`src/rtl/tocq_pkg.sv`:
```
// shared types and codes for the tick ordered command queue
package tocq_pkg;

  localparam int TICK_W  = 24;
  localparam int CODE_W  = 8;
  localparam int EXEC_W  = 16;
  localparam int EXTRA_W = 32;

  typedef enum logic [1:0] {
    REQ_INSERT = 2'd0,
    REQ_TOP    = 2'd1,
    REQ_POP    = 2'd2,
    REQ_CLEAR  = 2'd3
  } req_e;

  typedef enum logic [1:0] {
    ST_IDLE,
    ST_FETCH,
    ST_APPLY
  } state_e;

  typedef struct packed {
    logic signed [EXTRA_W-1:0] extra_two;
    logic signed [EXTRA_W-1:0] extra_one;
    logic [EXEC_W-1:0]         executor;
    logic [CODE_W-1:0]         code;
    logic [TICK_W-1:0]         tick;
  } entry_t;

  // broadcast from the sequencer to every cell
  typedef struct packed {
    logic   insert;
    logic   erase;
    entry_t new_entry;
  } cell_ctrl_t;

endpackage

```
`src/rtl/tocq_cell.sv`:
```
// one slot of the sorted command store, shifting with its neighbors
module tocq_cell #(
  parameter int CNT_W = 7
) (
  input  logic                clk,
  input  logic [CNT_W-1:0]    cell_index,
  input  logic [CNT_W-1:0]    count,
  input  logic [CNT_W-1:0]    cursor,
  input  tocq_pkg::cell_ctrl_t ctrl,
  input  logic                left_shift,
  input  tocq_pkg::entry_t    left_data,
  input  tocq_pkg::entry_t    right_data,
  output logic                shift_out,
  output tocq_pkg::entry_t    data,
  output tocq_pkg::entry_t    read_data
);
  import tocq_pkg::*;

  logic occupied;
  logic at_end;

  assign occupied  = cell_index < count;
  assign at_end    = cell_index == count;
  // this slot holds a later tick, so it moves right to make room
  assign shift_out = occupied && (ctrl.new_entry.tick < data.tick);
  assign read_data = (cell_index == cursor) ? data : '0;

  always_ff @(posedge clk) begin
    if (ctrl.insert) begin
      if (left_shift) begin
        data <= left_data;
      end else if (shift_out || at_end) begin
        data <= ctrl.new_entry;
      end
    end else if (ctrl.erase && cell_index >= cursor) begin
      data <= right_data;
    end
  end

endmodule

```
`config.mk`:
```
export PLATFORM = sky130hd
export DESIGN_NAME = tocq_cell
export DESIGN_NICKNAME = d
export VERILOG_FILES = /design/src/rtl/tocq_pkg.sv /design/src/rtl/tocq_cell.sv
export SDC_FILE = /design/constraint.sdc
export NUM_CORES = 1
export LEC_CHECK = 0
export BUFFER_PORTS_ARGS = -buffer_cell sky130_fd_sc_hd__clkbuf_2
export CAP_MARGIN = 5
export CELL_PAD_IN_SITES_DETAIL_PLACEMENT = 2
export CELL_PAD_IN_SITES_GLOBAL_PLACEMENT = 2
export CORE_AREA = 8 8 221 223
export CTS_CLUSTER_DIAMETER = 80
export DETAILED_ROUTE_END_ITERATION = 12
export DIE_AREA = 0 0 229 231
export GPL_TIMING_DRIVEN = 0
export PLACE_DENSITY = 0.62
export SLEW_MARGIN = 20
export SYNTH_ARGS = -nofsm -noshare
export SYNTH_HDL_FRONTEND = slang
export SYNTH_SLANG_ARGS = --single-unit
```
`constraint.sdc`:
```
create_clock -name clk -period 17.53 [get_ports clk]
set_input_delay 5.259 -clock clk [delete_from_list [all_inputs] [get_ports clk]]
set_output_delay 5.259 -clock clk [all_outputs]
set_load 0.005 [all_outputs]
```
# Word-level counts from Yosys, hierarchy flattened

Index checks and enable logic that the tools add are counted.

Add/sub/neg operators: 0
Multiply operators: 0
Divide/modulo/power cells: 0
$lt $le $gt $ge: 3
Equal/unequal tests: 3
Shift operators: 0
Multiplexer cells: 5
Bitwise gates (word level): 0
Reduce and logical (&&, ||, !) cells: 5

Operators with widths:

| operator                                                        | number |
|---|---|
| 112-bit 2-to-1 mux                                              | 5 |
| 24-bit < comparator                                             | 1 |
| 7-bit == test                                                   | 2 |
| 7-bit greater-or-equal comparator                               | 1 |
| 7-bit < comparator                                              | 1 |
| 3-bit by 1-bit != test with 1-bit output, second input constant | 1 |
| 1-bit logical AND                                               | 2 |
| 2-bit AND reduction                                             | 1 |
| 2-bit nonzero test                                              | 1 |
| 1-bit logical OR                                                | 1 |

Register bits: 112
Latch bits: 0
Bits in writable memories: 0
ROM bits: 0
Input bits: 361
Output and inout port bits: 225
Logic and storage cells: 21
Memories kept: 0

# Logic depth before layout (Yosys ltp)

Depth in word-level cells: 6
Gate-level depth with buffers: 7
Mapped depth without buffers: 7

# Least setup slack after synthesis

Ideal clock, no wire load.

Path type: input port to flip-flop
Start point: input count[2]
End point: register data[0] in the netlist's numbering (enable)
Library setup time: 0.721 ns
Data arrival time: 13.808 ns
Required time: 16.809 ns
Slack: 3.001 ns
Cell stages on the path: 7
Buffers on the path: 0
Cell sequence: inv_1 -> ha_1 -> a21oi_2 -> a21oi_1 -> nor4b_2 -> a21oi_1 -> nor3_1

Cells in the longest elaborated chain, start to end: 5
Elaborated cells between the ends (all ways): 6
Classes of those cells: 1 x order compare; 2 x eq/ne; 3 x reduce/logical

RTL lines:

| element                                                | line            | source |
|---|---|---|
| start, declared                                        | tocq_cell.sv:7  | `input logic [CNT_W-1:0] count,` |
| 7-bit < comparator                                     | tocq_cell.sv:22 | `assign occupied = cell_index < count;` |
| 1-bit logical AND                                      | tocq_cell.sv:25 | `assign shift_out = occupied && (ctrl.new_entry.tick < data.tick);` |
| 1-bit logical OR (*)                                   | tocq_cell.sv:32 | `end else if (shift_out \|\| at_end) begin` |
| 3-bit by 1-bit != test with 1-bit output (no line) (*) | --              |  |
| 2-bit AND reduction (no line) (*)                      | --              |  |
| end signal, assigned                                   | tocq_cell.sv:31 | `data <= left_data;` |
| end signal, assigned                                   | tocq_cell.sv:33 | `data <= ctrl.new_entry;` |
| end signal, assigned                                   | tocq_cell.sv:36 | `data <= right_data;` |
| end, declared                                          | tocq_cell.sv:14 | `output tocq_pkg::entry_t data,` |

Every way passes the cells marked *; elsewhere a longest branch is shown, timed or not.
A chain may end at the register's enable or synchronous reset.

==> metrics.txt <==
number of synthesized flops with an enable pin=112; Syn Inst Count=749; most frequent cells after synthesis=124 x a21oi_1, 121 x nor2_1, 112 x edfxtp_1, 112 x mux2i_1, 89 x and2_1; Layout Utilization=25.5%; ys flop type=edfxtp_1; Hold EP=data[3]$_DFFE_PP_; # Post-CTS Setup Buffers=0; top cell type's share of synthesized area=between 40% and 50%; hold_buf cts=0; R2R setup slack=13.83 ns; post-synth cell types=35; TritonCTS clock tree=done; Hold Violations, Final=0; Slew Limit Headroom=40.7%; worst path arrival time=7.33 ns; DRT Pass-1 Iters=4; layout cell share with drive strength beyond 1=47.4%; syn_nets=1,147; Lkg Pwr=approximately 5.8 nW; first-pass GRT wire length=approximately 65,000 um; core area=about 0.045 mm^2; highest-delay cell along the critical path=clkbuf_2; Hold Crit Start=data[7]$_DFFE_PP_; initial antenna violation count=5; max-cap viol count=0; worst reg2reg startpoint=data[22]$_DFFE_PP_; largest cells by area after synthesis=edfxtp_1 45%, mux2i_1 15%, a21oi_1 8.4%; PortBufs=583; crit path kind=in2out; GRT Total Usage=approximately 16%; Vias=8,229; CP Cell Sequence=clkbuf_2, inv_1, ha_1, nand4_2, nor2_4, clkbuf_2, and2_1, clkbuf_2; insertion delay to the later sink of the worst-skew pair=approximately 0.38 ns; Clock Path Buffers=2; most frequent cell after synthesis=a21oi_1; worst r2r dst=data[74]$_DFFE_PP_; DP Worst Slack=4.73 ns; Crit path buffers/inverters=4; initial DRC count=a little under 300; Seq cells post-synth=112; PwrDens=66.4 mW/mm^2; Slew Limit Fails=0; DRT antenna net count=0; RSZ-0062 raised after global routing=no; vias in the first global route=9,696; CP endpoint kind=output port; Reg2Reg Depth=14; post-synthesis async set-or-reset flop share=0%; remaining global-route overflow=0; most flop-heavy register=data; dpl hpwl=39,200 um; maximum vdd drop=0.0349 mV; crit path max fanout=10; Die Wd=229 um; final setup fails=0; Largest delay share family, worst path=simple AND/OR/NAND/NOR gates; drt total wl=45,600 um; Filler Cells Inserted=5,325; largest registers=data (112); die height=231 um; clk sink count=roughly 110; synthesized area per cell=slightly below 10 um^2; clock-pin slew on the worst setup and hold paths=approximately 0.080 ns; Nets=1,756; total CTS buffers=9; CTS root buf=clkbuf_16; max incr delay on CP=0.58 ns; CP most frequent cell=clkbuf_2; Worst setup SP type=input port; clock skew=0.0158 ns; Slew @ Worst Pin=roughly 0.89 ns; full die area=0.0529 mm^2; Hold Path Class=reg2reg; gp weighted congestion=0.821; register area share after synthesis=between 40% and 50%; # IOs=586; Final WS setup=4.94 ns; run status=completed; fin crit share=71.8%; Synth Warn #=0; max reg flops=approximately 110; Hold Crit Depth=5; f_max=slightly below 80 MHz; largest net degree at the start of global routing=20; Worst Path Required=12.27 ns; cell taking the most area after synthesis=edfxtp_1; Vias/cell=4.19; Final min period=~13 ns; FP Rows=78; Syn-to-layout area delta=55.1%; cell area after synthesis=0.00741 mm^2; post-CTS sizing=0; Avg WL per Cell=23.2 um; DR DRC count=0; Starting Density=16.4%; htree depth=3
## power breakdown
group          total, mW  internal, mW  switching [mW]
logic              0.198        0.0901           0.108
registers          0.351         0.332          0.0187
clock network      0.215        0.0987           0.116
total              0.764         0.521           0.243
## worst register-to-register path, stage by stage (launching register included)
cell and delay [ns]:
edfxtp_1 0.39, inv_1 0.11, ha_1 0.27, a21oi_1 0.15, a21boi_0 0.18, nor4b_2 0.31
a21oi_1 0.13, nor3_2 0.42, buf_4 0.25, buf_4 0.20, buf_4 0.22, buf_4 0.21
buf_4 0.22, buf_6 0.17, buf_4 0.19
## worst max-delay path by stage
stage	startpoint	depth (start not counted)	to	slack, ns
final	cell_index[0]	8	read_data[36]	4.94
after global routing	cell_index[0]	8	read_data[38]	4.65
after CTS	cell_index[0]	8	read_data[36]	4.72
after detailed placement	cell_index[0]	8	read_data[36]	4.73
after global placement	ctrl[22]	7	data[76]$_DFFE_PP_	-2.74
after floorplan	count[2]	7	data[0]$_DFFE_PP_	3.00
## kinds of logic after synthesis
family,share of synthesized area [%]
DFF,45.4
AOI/OAI and AO/OA,10.1
and+or+nand+nor,17.5
buffers and inverters,5.69
adders and majority gates,6.24
muxes,15.1
## per-stage QoR
step / instance area (um^2) / cells / setup TNS, ns / hold WS [ns] / power, mW
after CTS: 11500 / 1963 / 0 / 1.30 / 0.783
final: 11500 / 1966 / 0 / 1.29 / 0.764
after global routing: 11500 / 1965 / 0 / 1.43 / 0.806
after detailed placement: 11200 / 1947 / 0 / 1.28 / 0.561
after floorplan: 7410 / 749 / 0 / 2.58 / 0.439
after global placement: 11100 / 1932 / -304.08 / 3.70 / 0.561
## cell usage in the layout, fill, tap and decap left out, drive strengths merged, types with 3 or more instances in the layout
cell,n
nand4,5
inv,41
clkbuf,615
and2,89
a21oi,125
a211oi,4
ha,37
mux2i,112
nor2,122
edfxtp,112
o21ai,7
clkinv,3
nor3,24
nand2,6
buf,43
diode,3
nand3,4
## layer usage
metal | global-route usage, % | share of wire [%] | routed length, um | vias to the layer above
met2 | 29.0 | 50 | 22800 | 379
met4 | 5.96 | 2.8 | 1270 | 2
met3 | 6.06 | 8.5 | 3860 | 52
met5 | 0 | 0.026 | 12 | -
met1 | 17.8 | 39 | 17600 | 3933
li1 | - | - | - | 3863
## area by class of cell
class                   instances  area (um^2)  share of cell area [%]
clock buffers                   9          225                    1.96
diodes                          3         7.51                  0.0653
clock inverters                 7         51.3                   0.446
plain buffers                  51          284                    2.47
multi-input cells             549         3630                    31.6
inverters                      37          139                    1.21
flip-flops and latches        112         3360                    29.3
repair buffers                598         3040                    26.5
well taps                     600          751                    6.53
Note: power is estimated with default switching activity, not from simulation.
